### src/rtl/core/sstf_pkg.sv
// Shared constants, frame type and glyph lookup for the seven-segment text formatter.
`default_nettype none

package sstf_pkg;

    localparam int NUM_DIGITS_DEF = 4;   // default number of stored digits
    localparam int OUT_DIGITS     = 4;   // digit fields on the output word
    localparam int COLON_POS      = 2;   // write position after a colon

    localparam logic [7:0] CHAR_NUL   = 8'h00;
    localparam logic [7:0] CHAR_COLON = 8'h3A;
    localparam logic [7:0] GLYPH_DASH = 8'h40;
    localparam logic [7:0] GLYPH_BLANK = 8'h00;
    localparam logic [7:0] COLON_BIT  = 8'h80;

    typedef struct packed {
        logic [OUT_DIGITS-1:0][7:0] digit;
    } frame_t;

    // segment a in bit 0 through segment g in bit 6
    function automatic logic [7:0] glyph_of(input logic [7:0] code);
        logic [7:0] g;
        case (code)
            8'h30, 8'h4F:        g = 8'h3F;   // 0 O
            8'h31:               g = 8'h06;
            8'h32, 8'h5A:        g = 8'h5B;   // 2 Z
            8'h33:               g = 8'h4F;
            8'h34:               g = 8'h66;
            8'h35, 8'h53, 8'h73: g = 8'h6D;   // 5 S s
            8'h36:               g = 8'h7D;
            8'h37:               g = 8'h07;
            8'h38:               g = 8'h7F;
            8'h39:               g = 8'h6F;
            8'h41, 8'h61:        g = 8'h77;   // A a
            8'h42, 8'h62:        g = 8'h7C;
            8'h43, 8'h63:        g = 8'h39;
            8'h44, 8'h64:        g = 8'h5E;
            8'h45, 8'h65:        g = 8'h79;
            8'h46, 8'h66:        g = 8'h71;
            8'h47, 8'h67:        g = 8'h3D;
            8'h48:               g = 8'h76;   // H
            8'h68:               g = 8'h74;   // h
            8'h49, 8'h69:        g = 8'h30;
            8'h4A, 8'h6A:        g = 8'h0E;
            8'h4C, 8'h6C:        g = 8'h38;
            8'h4E, 8'h6E:        g = 8'h54;
            8'h6F:               g = 8'h5C;   // o
            8'h50, 8'h70:        g = 8'h73;
            8'h52, 8'h72:        g = 8'h50;
            8'h54, 8'h74:        g = 8'h78;
            8'h55:               g = 8'h3E;   // U
            8'h75:               g = 8'h1C;   // u
            8'h2D:               g = 8'h40;   // -
            8'h5F:               g = 8'h08;   // _
            8'h20:               g = GLYPH_BLANK;
            default:             g = GLYPH_DASH;
        endcase
        return g;
    endfunction

endpackage

`default_nettype wire

### src/rtl/core/sstf_frame.sv
// Frame builder: digit store, write position and colon flag, updated one character per cycle while step is high.
`default_nettype none

module sstf_frame
    import sstf_pkg::*;
#(
    parameter int NUM_DIGITS = NUM_DIGITS_DEF
)
(
    input  wire logic       clk,
    input  wire logic       rst_n,
    input  wire logic       step,
    input  wire logic [7:0] char_code,
    output frame_t          frame
);

    localparam int POS_W = $clog2(NUM_DIGITS + 1);
    localparam int IDX_W = $clog2(NUM_DIGITS);
    localparam logic [POS_W-1:0] POS_FULL  = POS_W'(NUM_DIGITS);
    localparam logic [POS_W-1:0] POS_COLON = POS_W'(COLON_POS);

    logic [7:0]       digit_reg  [NUM_DIGITS];
    logic [7:0]       digit_next [NUM_DIGITS];
    logic [POS_W-1:0] pos_reg, pos_next;
    logic             colon_reg, colon_next;

    logic is_nul;
    logic is_colon;
    logic has_room;

    assign is_nul   = (char_code == CHAR_NUL);
    assign is_colon = (char_code == CHAR_COLON);
    assign has_room = (pos_reg < POS_FULL);

    always_comb
    begin
        for (int i = 0; i < NUM_DIGITS; i++)
        begin
            digit_next[i] = digit_reg[i];
        end
        pos_next   = pos_reg;
        colon_next = colon_reg;
        if (step)
        begin
            if (is_nul)
            begin
                for (int i = 0; i < NUM_DIGITS; i++)
                begin
                    digit_next[i] = GLYPH_BLANK;
                end
                pos_next   = '0;
                colon_next = 1'b0;
            end
            else if (has_room)
            begin
                if (is_colon)
                begin
                    // jumps to digit 2, backwards too; earlier digits stay
                    colon_next = 1'b1;
                    pos_next   = POS_COLON;
                end
                else
                begin
                    digit_next[pos_reg[IDX_W-1:0]] = glyph_of(char_code);
                    pos_next = pos_reg + 1'b1;
                end
            end
        end
    end

    always_ff @(posedge clk or negedge rst_n)
    begin
        if (!rst_n)
        begin
            for (int i = 0; i < NUM_DIGITS; i++)
            begin
                digit_reg[i] <= GLYPH_BLANK;
            end
            pos_reg   <= '0;
            colon_reg <= 1'b0;
        end
        else
        begin
            for (int i = 0; i < NUM_DIGITS; i++)
            begin
                digit_reg[i] <= digit_next[i];
            end
            pos_reg   <= pos_next;
            colon_reg <= colon_next;
        end
    end

    // output view of the current frame; missing digits read blank
    for (genvar j = 0; j < OUT_DIGITS; j++)
    begin : g_out
        if (j >= NUM_DIGITS)
        begin : g_blank
            assign frame.digit[j] = GLYPH_BLANK;
        end
        else if (j == 1)
        begin : g_colon
            assign frame.digit[j] = digit_reg[j] | (colon_reg ? COLON_BIT : GLYPH_BLANK);
        end
        else
        begin : g_digit
            assign frame.digit[j] = digit_reg[j];
        end
    end

    a_pos_bound: assert property (@(posedge clk) disable iff (!rst_n)
        pos_reg <= POS_FULL)
        else $error("write position past frame end");

    a_clear: assert property (@(posedge clk) disable iff (!rst_n)
        step && is_nul |=> pos_reg == '0 && !colon_reg)
        else $error("frame state not cleared after NUL");

    a_colon: assert property (@(posedge clk) disable iff (!rst_n)
        step && is_colon && has_room |=> pos_reg == POS_COLON && colon_reg)
        else $error("colon did not move write position");

    a_full_hold: assert property (@(posedge clk) disable iff (!rst_n)
        step && !is_nul && !has_room |=> $stable(pos_reg) && $stable(colon_reg))
        else $error("full frame changed on non-NUL character");

endmodule

`default_nettype wire

### src/rtl/core/seven_segment_text_formatter_top.sv
// Top level of the seven-segment text formatter: input register, frame builder, output register.
//
// Usage:
//   Characters arrive on the char channel (char_valid/char_ready, char_code), one byte
//   per word. Each byte is drawn into the next digit (a dash if unknown); a colon sets the
//   colon mark and moves the write position to digit 2; once the frame is full, bytes
//   are dropped until NUL. A NUL byte emits one frame word on the frame channel
//   (frame_valid/frame_ready, digit0..digit3) and clears the frame for the next string.
//   Other bytes produce no output word.
// Path: an accepted NUL waits in the input register until the output register is free,
//   then its frame is loaded there and the frame word is offered on the frame channel.
// Throughput: one character per cycle, unless a NUL waits on an occupied output register;
//   limited by the single glyph lookup and position update between the two registers.
// Reset: rst_n clears both valid flags and the frame to blank, position 0, no colon.
// Stall: while the output word waits, non-NUL characters keep flowing; a NUL in the
//   input register holds until the output register is free, and char_ready drops.
`default_nettype none

module seven_segment_text_formatter_top
    import sstf_pkg::*;
#(
    parameter int NUM_DIGITS = NUM_DIGITS_DEF
)
(
    input  wire logic       clk,
    input  wire logic       rst_n,
    input  wire logic       char_valid,
    output logic            char_ready,
    input  wire logic [7:0] char_code,
    output logic            frame_valid,
    input  wire logic       frame_ready,
    output logic [7:0]      digit0,
    output logic [7:0]      digit1,
    output logic [7:0]      digit2,
    output logic [7:0]      digit3
);

    logic       in_valid_reg;
    logic [7:0] char_reg;
    logic       out_valid_reg;
    frame_t     out_reg;
    frame_t     frame;

    logic is_nul;
    logic out_free;
    logic advance;

    assign is_nul     = (char_reg == CHAR_NUL);
    assign out_free   = !out_valid_reg || frame_ready;
    assign advance    = in_valid_reg && (!is_nul || out_free);
    assign char_ready = !in_valid_reg || advance;

    sstf_frame #(
        .NUM_DIGITS (NUM_DIGITS)
    ) u_frame (
        .clk       (clk),
        .rst_n     (rst_n),
        .step      (advance),
        .char_code (char_reg),
        .frame     (frame)
    );

    always_ff @(posedge clk or negedge rst_n)
    begin
        if (!rst_n)
        begin
            in_valid_reg <= 1'b0;
        end
        else if (char_ready)
        begin
            in_valid_reg <= char_valid;
        end
    end

    always_ff @(posedge clk)
    begin
        if (char_ready && char_valid)
        begin
            char_reg <= char_code;
        end
    end

    always_ff @(posedge clk or negedge rst_n)
    begin
        if (!rst_n)
        begin
            out_valid_reg <= 1'b0;
        end
        else if (advance && is_nul)
        begin
            out_valid_reg <= 1'b1;
        end
        else if (frame_ready)
        begin
            out_valid_reg <= 1'b0;
        end
    end

    always_ff @(posedge clk)
    begin
        if (advance && is_nul)
        begin
            out_reg <= frame;
        end
    end

    assign frame_valid = out_valid_reg;
    assign digit0      = out_reg.digit[0];
    assign digit1      = out_reg.digit[1];
    assign digit2      = out_reg.digit[2];
    assign digit3      = out_reg.digit[3];

    a_emit: assert property (@(posedge clk) disable iff (!rst_n)
        advance && is_nul |=> out_valid_reg)
        else $error("NUL word did not load output register");

    a_nul_block: assert property (@(posedge clk) disable iff (!rst_n)
        in_valid_reg && is_nul && out_valid_reg && !frame_ready |-> !char_ready && !advance)
        else $error("NUL advanced over a waiting output word");

    a_flow: assert property (@(posedge clk) disable iff (!rst_n)
        in_valid_reg && !is_nul |-> char_ready)
        else $error("non-NUL character stalled");

endmodule

`default_nettype wire

### config.mk
export PLATFORM = sky130hd
export DESIGN_NAME = seven_segment_text_formatter_top
export DESIGN_NICKNAME = d
export VERILOG_FILES = /design/src/rtl/core/sstf_pkg.sv /design/src/rtl/core/sstf_frame.sv /design/src/rtl/core/seven_segment_text_formatter_top.sv
export SDC_FILE = /design/constraint.sdc
export NUM_CORES = 1
export LEC_CHECK = 0
export ABC_CLOCK_PERIOD_IN_PS = 6600
export BUFFER_PORTS_ARGS = -buffer_cell sky130_fd_sc_hd__clkbuf_2
export CAP_MARGIN = 5
export CORE_AREA = 5 5 86 88
export DETAILED_ROUTE_END_ITERATION = 8
export DIE_AREA = 0 0 91 93
export GPL_TIMING_DRIVEN = 0
export MAX_ROUTING_LAYER = met4
export PLACE_DENSITY = 0.81
export SLEW_MARGIN = 20
export SYNTH_ARGS = -nofsm -noshare
export SYNTH_HDL_FRONTEND = slang
export SYNTH_SLANG_ARGS = --single-unit
### constraint.sdc
create_clock -name clk -period 6.6 [get_ports clk]
set_input_delay 0.33 -clock clk [delete_from_list [all_inputs] [get_ports clk]]
set_output_delay 0.33 -clock clk [all_outputs]
set_load 0.005 [all_outputs]
======== Word level (Yosys, flattened, before mapping) ========
Memory sizes are Yosys's and may differ from the RTL's. A register that Yosys moved wholly into a read port is not among the register bits.
Index checks and enable logic that the tools add are counted.
operators by class
  $add $sub $neg .......................... 1
  multiplexer cells ....................... 21
  equal/unequal tests ..................... 2
  bitwise logic cells ..................... 2
  reduce and logical (&&, ||, !) cells .... 17
  magnitude comparators ................... 3
operator list
  operator                                                               count
  32-bit two-way mux                                                     3
  8-bit two-way mux                                                      7
  32-bit bitwise mux                                                     1
  8-bit demux with 2-bit select                                          1
  3-bit two-way mux                                                      3
  8-bit by 6-bit equality test with 1-bit output, second input constant  1
  8-bit zero test                                                        1
  8-bit OR                                                               1
  7-bit two-way mux                                                      1
  3-bit AND reduction                                                    2
  2-bit nonzero test                                                     3
  1-bit two-way mux                                                      5
  1-bit logical AND                                                      4
  3-bit by 1-bit adder with 3-bit output, second input constant          1
  3-bit greater-or-equal comparator, second input constant               1
  1-bit zero test                                                        3
  1-bit logical OR                                                       3
  3-bit by 1-bit < comparator with 1-bit output, second input constant   1
  3-bit < comparator, second input constant                              1
  2-bit NOT with 3-bit output                                            1
  2-bit != test, second input constant                                   1
  2-bit AND reduction                                                    1
storage, ports and cells
  logic and storage cells ................. 60
  memories kept ........................... 1
  bits in registers ....................... 78
  memory bits (read-only) ................. 896
memories
  memory           words  bits a word  read ports  clocked after Yosys merged registers in  wr ports  line            text
  (no name shown)  128    7            1           1                                        0         sstf_pkg.sv:23  case (code)

======== Longest topological paths before layout ========
Gate-level depths: netlist (run 1).
  word-level depth ........................ 9
  depth in mapped cells ................... 10
  depth with buffers taken out ............ 10

======== By module ========
A second synthesis (run 1) with hierarchy kept.
second synthesis, totals
  cell total of the unflattened synthesis .. 277
  area total of the unflattened synthesis .. 3,464.6 um^2
by module, submodules not included
  module                            times used  area each (um^2)  cells each  sequential area each (um^2)
  sstf_frame                        1           2,124.5           224         800.8
  seven_segment_text_formatter_top  1           1,340.0           53          1,251.2

======== Worst setup path after synthesis (run 1) ========
OpenSTA, ideal clock, no wires.
  path type ............................... register -> register
  from .................................... register char_reg[7]
  to ...................................... register out_reg, in the netlist digit0[0] (enable)
  stages on the path, launching flop included .. 4
  period minus slack after synthesis ...... 2,776 ps
  path buffers ............................ 0
  arrival ................................. 2,361 ps
  required time ........................... 6,185 ps
  setup slack ............................. 3,824 ps
  cell sequence ........................... edfxtp_1 > nor4_4 > nand2_1 > nor2_1
on the way
  cells in the longest elaborated chain, start to end .. 5
ends and longest elaborated chain
  item                    line                                     text
  start, declared         seven_segment_text_formatter_top.sv:39   logic [7:0] char_reg;
  start signal, assigned  seven_segment_text_formatter_top.sv:79   char_reg <= char_code;
  8-bit zero test (*)     seven_segment_text_formatter_top.sv:48   assign is_nul = (char_reg == CHAR_NUL);
  1-bit zero test         seven_segment_text_formatter_top.sv:50   assign advance = in_valid_reg && (!is_nul || out_free);
  1-bit logical OR        seven_segment_text_formatter_top.sv:50
  1-bit logical AND       seven_segment_text_formatter_top.sv:50
  1-bit logical AND (*)   seven_segment_text_formatter_top.sv:101  if (advance && is_nul)
  end signal, assigned    seven_segment_text_formatter_top.sv:103  out_reg <= frame;
  end, declared           seven_segment_text_formatter_top.sv:41   frame_t out_reg;
Mark *: on every way between the ends. The rest lies on a longest branch, timed or not.
A chain may end at the register's enable or synchronous reset.

==> qor.yml, run 1 <==
grt:
  grtUsageTotal: 0.207
  overflow: 0
  grt_pass1_wl_mm: 13.7
  grt_pass1_vias: 2700
  grt_max_degree: 35
  antenna_found_initial: 0
power:
  ir_drop_v: 0.000208
  p_leak_nw: 1.87
  power_density_nw_per_um2: 234
floorplanning:
  die_area_um2: 8460
  core-area_um2: 6570
  die_height_um: 93
  core.rowCount: 30
  initial_core_util: 0.581
  die_x_um: 91
  pin_count: 46
clocking:
  cts_hold_buf: 0
  cts_setup_buffers: 0
  htreeDepth: 3
  clkTransAtPathRegs_ps: 90
  cts_sinks: 78
  cts_tree: "yes"
  root_buffer: "clkbuf_8"
  cts_buffer_depth: 2
  clk_latency_ps: 350
  numCtsBuffers: 9
  cts_resized: 0
finish:
  fillers: 500
  fin_nets: 385
  largest_reg_flops: 21
  drive_above_1_share: 0.270
  instances_no_fill: 446
  antenna_cells: 0
  syn2layout_area_growth_pct: 13.4
  multi_input_area_um2: 1590
  ff_latch_area_um2: 2100
sta:
  slew_violations: 0
  slew_headroom: 0.451
  hold_viol_final: 0
  final-setup-viol-count: 0
  fmax_ghz: 0.319
  rsz0062_at_grt: "no"
  layout_min_cycle_time_ps: 3130
  tns_ps: 0
  fin_crit_sh: 0.474
  skew_ps: 11.4
  worstMarginPinSlew_ps: 823
logic_synthesis:
  yosys.area.top_type: "edfxtp_1"
  async_flop_share: 0.436
  synthesis.area_um2: 3820
  ys_ff_latch: 78
  synth_area_leaders: "edfxtp_1 (29%), dfrtp_1 (22%), a22o_1 (6.9%)"
  synth_edf_count: 37
  syn_avg_cell_area_um2: 12.5
  ys_warn_count: 0
  yosysSeqAreaShare: 0.551
  synth_top_area_frac: 0.291
  synth_cell_types: 71
  syn-instance-count: 306
  synth-main-ff-cell: "edfxtp_1"
route:
  wl_mm: 8.07
  wl_per_cell_um: 18.1
  post_drt_via_cell_ratio: 6.11
  vias: 2726
  ant_nets: 0
  drt-initial-drc-count: 184
  drtPass1Iterations: 4
  drcViolationCount: 0
setup_path:
  path_max_fanout: 10
  required_ps: 6810
  arrival_ps: 3340
  crit_path_start_kind: "register"
  crit_buf_inv: 1
  startpoint: "char_reg[7]"
  crit_slowest_cell: "nor4_4"
  r2r-start: "char_reg[7]"
  rrSetupSlack_ps: 3470
  critPathKind: "reg2reg"
  cp_top_family: "compound AO/OA/AOI/OAI gates"
  reg2regPathDepth: 9
  max_stage_delay_ps: 540
  cp_cell_sequence: "nor4_4 -> nand3_4 -> nand3_1 -> o21ai_0 -> inv_1 -> ha_1 -> a21oi_1 -> a2111oi_2 -> a211oi_2"
  endpoint_kind: "register"
min_path:
  hp-class: "in2async"
placement:
  portBuffers: 42
  dp.final_hpwl_mm: 5.92
  dp_cells: 430
  gp_congestion: 0.950
run:
  cap_viol_max_count: 0
status:
  run_status: "complete, no violations"
[report_power, final]
part,switching (mW),total [mW],internal (mW)
clock,0.188,0.332,0.144
sequential,0.0191,0.547,0.528
combinational,0.0782,0.132,0.0541
[metal layers]
metal | routed length, um | share of wire | GRT usage | vias to the layer above
met5 | 0 | 0 | - | -
met4 | 214 | 0.027 | 0.0880 | 0
met3 | 496 | 0.061 | 0.0410 | 22
met2 | 3890 | 0.48 | 0.332 | 103
met1 | 3470 | 0.43 | 0.258 | 1304
li1 | - | - | - | 1297
[through the flow]
stage | instance area, um2 | setup slack, ps | total power, mW | hold slack [ps] | util
final | 4330 | 3470 | 1.01 | 58.8 | 0.659
after global routing | 4330 | 3310 | 1.05 | 141 | 0.659
after CTS | 4330 | 3500 | 1.02 | 77.7 | 0.659
after detailed placement | 4140 | 3520 | 0.688 | 439 | 0.631
after global placement | 4140 | 3330 | 0.686 | 432 | 0.630
after floorplan | 3820 | 3820 | 0.647 | 34.4 | -
[cell usage after synthesis (7+ instances only)]
cell,instances
nand2_1,17
nand3_1,12
o21ai_0,17
dfxtp_1,7
nor2_1,9
a22o_1,30
nor3_1,10
ha_1,12
edfxtp_1,37
a21oi_1,12
dfrtp_1,34
inv_1,7
[placed cells by master, fill, tap and decap left out, types with 8 or more instances in the layout]
| cell | count |
|---|---|
| a21oi_1 | 12 |
| edfxtp_1 | 37 |
| ha_1 | 12 |
| nor3_1 | 10 |
| dfrtp_1 | 34 |
| clkbuf_2 | 42 |
| clkbuf_8 | 9 |
| nand2_1 | 17 |
| nand3_1 | 12 |
| nor2_1 | 8 |
| o21ai_0 | 17 |
| a22o_1 | 30 |
[worst max path at each step]
stage / end / cells past startpoint
2_1_floorplan: digit0[0] / 3
3_3_place_gp: digit1[1] / 3
3_5_place_dp: register / 9
4_1_cts: register / 9
5_1_grt: register / 9
6_report: register / 9
[kinds of logic after synthesis]
| logic type | share of synthesized area |
|---|---|
| DFF | 0.551 |
| xor gates and xnor gates | 0.00229 |
| muxes | 0.0229 |
| AOI/OAI and AO/OA | 0.213 |
| other | 0.000982 |
| adders and majority gates | 0.0393 |
| and+or+nand+nor | 0.133 |
| buffers and inverters | 0.0380 |
[layout make-up]
| class | count | area share |
|---|---|---|
| multi-input combinational | 205 | 0.366 |
| buffer | 17 | 0.0266 |
| sequential | 78 | 0.486 |
| inverter | 8 | 0.00694 |
| clock inverter | 7 | 0.0142 |
| tap | 80 | 0.0231 |
| clock buffer | 9 | 0.0286 |
| timing repair buffer | 42 | 0.0486 |
(Power assumes the default switching activity.)
==> run 2, diff against run 1 <==
Settings changed: ABC_CLOCK_PERIOD_IN_PS 6600 to 2780, CORE_AREA 5 5 86 88 to 5 5 92 94, DIE_AREA 0 0 91 93 to 0 0 97 99, PLACE_DENSITY 0.81 to 0.74.
Clock period 6.6 ns to 2.78 ns, I/O delays scaled along.
==> qor.yml, run 2 (synthesis gave the netlist of run 1 again) <==
finish:
  syn2layout_area_growth_pct: 19.2  # was 13.4%
  fillers: 617  # was 500
  post-route-util: 0.601  # was 0.659
  layout_commonest_cell: "clkbuf_2"  # unchanged
  fin_area_um2: 4550  # was 4330 um2
  fin_nets: 407  # was 385
  antenna_cells: 0  # unchanged
  largest_reg_flops: 21  # unchanged
  drive_above_1_share: 0.299  # was 0.270
  mostFrequentLayoutCells: "clkbuf_2 (42), edfxtp_1 (37), dfrtp_1 (34)"  # unchanged
  instances_no_fill: 490  # was 446
floorplanning:
  die_area_um2: 9600  # was 8460 um2
  core-area_um2: 7570  # was 6570 um2
  pin_count: 46  # unchanged
  core.rowCount: 32  # was 30
  die_x_um: 97  # was 91 um
  initial_core_util: 0.504  # was 0.581
  die_height_um: 99  # was 93 um
power:
  p_clk_frac: 0.331  # was 0.328
  ir_drop_v: 0.000230  # was 0.000208 V
  switching_share: 0.263  # was 0.282
  power_density_nw_per_um2: 539  # was 234 nW/um2
  p_leak_nw: 1.98  # was 1.87 nW
  p_int_mw: 1.81  # was 726 uW
  seq_power_share: 0.528  # was 0.541
  power.switching_uw: 644  # was 286 uW
  p_comb_frac: 0.141  # was 0.131
grt:
  use_met1: 0.237  # was 0.258
  grt_max_degree: 35  # unchanged
  busiest_layer: "met2"  # unchanged
  grt_pass1_wl_mm: 14.1  # was 13.7 mm
  grt_util_met3: 0.0389  # was 0.0410
  grtUsageTotal: 0.184  # was 0.207
  use_met2: 0.283  # was 0.332
  grt_pass1_vias: 2839  # was 2,700
  antenna_found_initial: 0  # unchanged
  overflow: 0  # unchanged
setup_path:
  required_ps: 3010  # was 6810 ps
  reg2regPathDepth: 10  # was 9
  critPathKind: "reg2reg"  # unchanged
  endpoint_kind: "register"  # unchanged
  arrival_ps: 2840  # was 3340 ps
  path_max_fanout: 13  # was 10
  r2r-start: "char_reg[6]"  # was char_reg[7]
  crit_path_start_kind: "register"  # unchanged
  rrSetupSlack_ps: 170  # was 3470 ps
clocking:
  htreeDepth: 3  # unchanged
  numCtsBuffers: 9  # unchanged
  clk_latency_ps: 350  # about the same
  root_buffer: "clkbuf_8"  # unchanged
  cts_sinks: 78  # unchanged
  cts_buffer_depth: 2  # unchanged
  cts_tree: "yes"  # unchanged
  clkTransAtPathRegs_ps: 80  # was 90 ps
sta:
  final-setup-viol-count: 0  # unchanged
  worstMarginPinSlew_ps: 871  # was 823 ps
  fin_ws_ps: 173  # was 3470 ps
  rsz0062_at_grt: "no"  # unchanged
  skew_ps: 11.8  # was 11.4 ps
  hold_viol_final: 0  # unchanged
  layout_min_cycle_time_ps: 2610  # was 3130 ps
  slew_headroom: 0.419  # was 0.451
  fin_crit_sh: 0.938  # was 0.474
  slew_violations: 0  # unchanged
  fmax_ghz: 0.384  # was 0.319 GHz
route:
  drt-initial-drc-count: 166  # was 184
  post_drt_via_cell_ratio: 5.82  # was 6.11
  drcViolationCount: 0  # unchanged
  ant_nets: 0  # unchanged
  drtPass1Iterations: 5  # was 4
  wl_per_cell_um: 17.1  # was 18.1 um
  vias: 2851  # was 2,726
  wl_mm: 8.38  # was 8.07 mm
placement:
  dpl-instance-area_um2: 4170  # was 4140 um2
  portBuffers: 42  # unchanged
  dp.final_hpwl_mm: 5.82  # was 5.92 mm
  place_ws_ps: -326  # was 3520 ps
  dp_cells: 452  # was 430
  gp_congestion: 0.956  # was 0.950
min_path:
  min_from: "char_code[2]"
  min_to: "char_reg[2]"
  hold_depth: 1
  hp-class: "in2reg"  # was in2async
run:
  cap_viol_max_count: 0  # unchanged
status:
  run_status: "complete, no violations"  # unchanged
## run 2: power groups by stage
stage / combinational (mW) / sequential [mW] / clock, mW
finish: 0.345 / 1.30 / 0.814
global route: 0.376 / 1.30 / 0.883
CTS: 0.329 / 1.30 / 0.826
detailed placement: 0.309 / 1.32 / 0
global placement: 0.310 / 1.32 / 0
floorplan: 0.229 / 1.31 / 0
## run 2: final cells by class
class | count | area [um2] | area share
Clock buffer | 12 | 166 | 0.0366
Sequential cell | 78 | 2100 | 0.462
Timing Repair Buffer | 64 | 390 | 0.0858
Clock inverter | 4 | 27.5 | 0.00605
Buffer | 17 | 115 | 0.0253
Tap cell | 102 | 128 | 0.0280
Multi-Input combinational cell | 205 | 1590 | 0.350
Inverter | 8 | 30.0 | 0.00660
## run 2: per-layer routing
layer | vias up | share of wire
met5 | - | 0
met2 | 128 | 0.47
met4 | 0 | 0.024
met1 | 1357 | 0.43
li1 | 1337 | -
met3 | 29 | 0.076
## run 2: worst max-delay path: stages, from the launching register on
cell,delay (ps)
edfxtp_1,440
nor4_4,340
buf_4,180
nand4_4,100
and2_4,170
buf_6,140
ha_1,330
nand3_1,150
a22o_1,220
a32o_1,200
a211o_1,220
## run 2: per-stage QoR
| stage | hold WS, ps | power [mW] | setup TNS (ps) |
|---|---|---|---|
| 6_report | 22.7 | 2.45 | 0 |
| 5_1_grt | 22.2 | 2.56 | 0 |
| 4_1_cts | 6.23 | 2.45 | 0 |
| 3_5_place_dp | 280 | 1.63 | -1080 |
| 3_3_place_gp | 268 | 1.63 | -16120 |
| 2_1_floorplan | -157 | 1.54 | 0 |
## run 2: repair_timing
| action | 4_1_cts | 5_1_grt |
|---|---|---|
| setup endpoints to repair | 7 | 3 |
| setup buffers | 8 | 8 |
| pin swaps | 3 | 3 |
| gates resized for setup | 2 | 1 |
| hold endpoints to repair | 39 | 0 |
| hold buffers | 6 | 0 |
## run 2: worst max path at each step
stage,from,end,slack [ps],depth (start not counted)
after global routing,char_reg[6],register,60,10
after global placement,char_reg[7],digit1[1],-510,3
after CTS,char_reg[6],register,40,10
after detailed placement,char_reg[7],register,-330,9
final,char_reg[6],register,170,10
after floorplan,char_reg[7],digit0[0],4,3
==> run 3, diff against run 2 <==
--- a/config.mk
+++ b/config.mk
@@ -11,2 +11,3 @@
 export CORE_AREA = 5 5 92 94
+export CTS_BUF_LIST = sky130_fd_sc_hd__clkbuf_16
 export DETAILED_ROUTE_END_ITERATION = 8
@@ -14,3 +15,2 @@
 export GPL_TIMING_DRIVEN = 0
-export MAX_ROUTING_LAYER = met4
 export PLACE_DENSITY = 0.74
--- a/constraint.sdc
+++ b/constraint.sdc
@@ -3,2 +3,2 @@
 set_output_delay 0.139 -clock clk [all_outputs]
-set_load 0.005 [all_outputs]
+set_load 0.1 [all_outputs]
==> qor.yml, run 3 (synthesis gave the netlist of run 1 again) <==
sta:
  final-setup-viol-count: 0  # unchanged
  worstMarginPinSlew_ps: 869  # was 871 ps
  fin_crit_sh: 0.958  # was 0.938
  layout_min_cycle_time_ps: 2660  # was 2610 ps
  skew_ps: 6.19  # was 11.8 ps
  rsz0062_at_grt: "yes"  # was no
  slew_headroom: 0.421  # was 0.419
  hold_viol_final: 0  # unchanged
  slew_violations: 0  # unchanged
  fmax_ghz: 0.376  # was 0.384 GHz
finish:
  largest_reg_flops: 21  # unchanged
  layout_commonest_cell: "clkbuf_2"  # unchanged
  mostFrequentLayoutCells: "clkbuf_2 (42), edfxtp_1 (37), dfrtp_1 (33)"  # was clkbuf_2 (42), edfxtp_1 (37), dfrtp_1 (34)
  fin_area_um2: 4580  # was 4550 um2
  syn2layout_area_growth_pct: 20.1  # was 19.2%
  fillers: 604  # was 617
  drive_above_1_share: 0.293  # was 0.299
  fin_nets: 394  # was 407
  antenna_cells: 0  # unchanged
  post-route-util: 0.606  # was 0.601
setup_path:
  crit_buf_inv: 1  # was 2
  max_stage_delay_ps: 450  # was 440 ps
  r2r-start: "char_reg[1]"  # was char_reg[6]
  required_ps: 2990  # was 3010 ps
  cp_cell_sequence: "nor4_4 -> buf_4 -> nand3_4 -> nand3_2 -> o21ai_2 -> ha_4 -> nand3_1 -> a22o_1 -> a32o_1 -> a211o_1"  # was nor4_4 -> buf_4 -> nand4_4 -> and2_4 -> buf_6 -> ha_1 -> nand3_1 -> a22o_1 -> a32o_1 -> a211o_1
  endpoint_kind: "register"  # unchanged
  critPathKind: "reg2reg"  # unchanged
  crit_slowest_cell: "edfxtp_1"  # unchanged
  cp_top_family: "compound AO/OA/AOI/OAI gates"  # was simple AND/OR/NAND/NOR gates
  crit_path_start_kind: "register"  # unchanged
  arrival_ps: 2870  # was 2840 ps
  reg2regPathDepth: 10  # unchanged
  path_max_fanout: 10  # was 13
  rrSetupSlack_ps: 120  # was 170 ps
clocking:
  clk_latency_ps: 320  # was 350 ps
  root_buffer: "clkbuf_16"  # was clkbuf_8
  numCtsBuffers: 9  # unchanged
  cts_buffer_depth: 2  # unchanged
  cts_tree: "yes"  # unchanged
  htreeDepth: 3  # unchanged
  clkTransAtPathRegs_ps: 60  # was 80 ps
  cts_sinks: 78  # unchanged
floorplanning:
  initial_core_util: 0.504  # unchanged
  core.rowCount: 32  # unchanged
  core-area_um2: 7570  # unchanged
  pin_count: 46  # unchanged
  die_height_um: 99  # unchanged
  die_x_um: 97  # unchanged
  die_area_um2: 9600  # unchanged
min_path:
  hold_depth: 1  # unchanged
  min_to: "char_reg[4]"  # was char_reg[2]
  min_from: "char_code[4]"  # was char_code[2]
  hp-class: "in2reg"  # unchanged
power:
  p_int_mw: 2.10  # was 1.81 mW
  power_density_nw_per_um2: 618  # was 539 nW/um2
  seq_power_share: 0.458  # was 0.528
  p_clk_frac: 0.417  # was 0.331
  p_comb_frac: 0.125  # was 0.141
  power.switching_uw: 728  # was 644 uW
  power_mw: 2.83  # was 2.45 mW
  ir_drop_v: 0.000413  # was 0.000230 V
  switching_share: 0.257  # was 0.263
  p_leak_nw: 1.96  # was 1.98 nW
placement:
  portBuffers: 42  # unchanged
  gp_congestion: 0.895  # was 0.956
  dpl-instance-area_um2: 4180  # was 4170 um2
  dp.final_hpwl_mm: 5.66  # was 5.82 mm
grt:
  grt_pass1_vias: 2752  # was 2,839
  grtUsageTotal: 0.179  # was 0.184
  antenna_found_initial: 0  # unchanged
  grt_max_degree: 35  # unchanged
  overflow: 0  # unchanged
  grt_pass1_wl_mm: 14.1  # unchanged
route:
  drcViolationCount: 0  # unchanged
  wl_per_cell_um: 17.2  # was 17.1 um
  drt-initial-drc-count: 166  # unchanged
  drtPass1Iterations: 5  # unchanged
  wl_mm: 8.22  # was 8.38 mm
  post_drt_via_cell_ratio: 5.78  # was 5.82
  ant_nets: 0  # unchanged
  vias: 2756  # was 2,851
status:
  run_status: "complete, no violations"  # unchanged
run:
  cap_viol_max_count: 0  # unchanged
[run 3: cell count changes in the layout (fill, tap and decap cells not counted), sizes merged]
| cell | previous run | this run |
|---|---|---|
| buf | 28 | 17 |
| clkbuf | 59 | 56 |
| clkinvlp | 1 | 3 |
| dlygate4sd3 | 6 | 4 |
| bufinv | 0 | 1 |
| clkinv | 1 | 0 |
| inv | 10 | 11 |
[run 3: worst max path at each step]
stage                 from         to  slack [ps]  cells past startpoint
6_report       char_reg[1]   register         120                     10
5_1_grt        char_reg[0]   register         -30                     10
4_1_cts        char_reg[6]   register          30                      9
3_5_place_dp   char_reg[7]   register        -190                      9
3_3_place_gp   char_reg[7]  digit3[5]        -530                      3
2_1_floorplan  char_reg[7]  digit0[0]        -0.4                      3
[run 3: through the flow]
step	setup slack, ps	cells	hold slack [ps]	setup TNS [ps]
after global placement	-535	452	251	-15920
after CTS	28.4	476	4.29	0
after global routing	-28.9	477	1.74	-30.7
final	118	477	11.8	0
after floorplan	-0.361	308	-157	-10.5
after detailed placement	-193	452	270	-373
[run 3: routing by layer]
layer  global-route usage  wire, um  vias up
li1                     -         -     1301
met1                0.235      3620     1329
met2                0.293      3950      112
met3               0.0375       506       14
met4               0.0713       142        0
met5                    0         0        -
[run 3: layout make-up]
type	count	area (um2)	area share
Sequential cell	78	2110	0.459
Multi-Input combinational cell	205	1610	0.352
Clock inverter	7	81.3	0.0177
Inverter	8	30.0	0.00655
Clock buffer	9	225	0.0491
Timing Repair Buffer	51	288	0.0628
Buffer	17	115	0.0251
Tap cell	102	128	0.0278
[run 3: repair_timing]
item / 4_1_cts / 5_1_grt
endpoints found under the hold margin: 37 / 0
cloned: 0 / 0
hold buffers: 4 / 0
gates resized for setup: 0 / 4
pin swaps: 2 / 1
endpoints found under the setup margin: 3 / 3
buffers inserted: 4 / 1
[run 3: worst register-to-register path, cell delays in order (launching register included)]
cell and delay, ps:
edfxtp_1 450, nor4_4 380, buf_4 190, nand3_4 150
nand3_2 120, o21ai_2 130, ha_4 360, nand3_1 110
a22o_1 220, a32o_1 210, a211o_1 230
[run 3: power groups by stage]
stage | combinational [mW] | sequential (mW) | clock, mW
3_5_place_dp | 0.330 | 1.32 | 0
4_1_cts | 0.340 | 1.30 | 1.20
5_1_grt | 0.384 | 1.30 | 1.27
3_3_place_gp | 0.333 | 1.32 | 0
2_1_floorplan | 0.247 | 1.31 | 0
6_report | 0.355 | 1.30 | 1.18
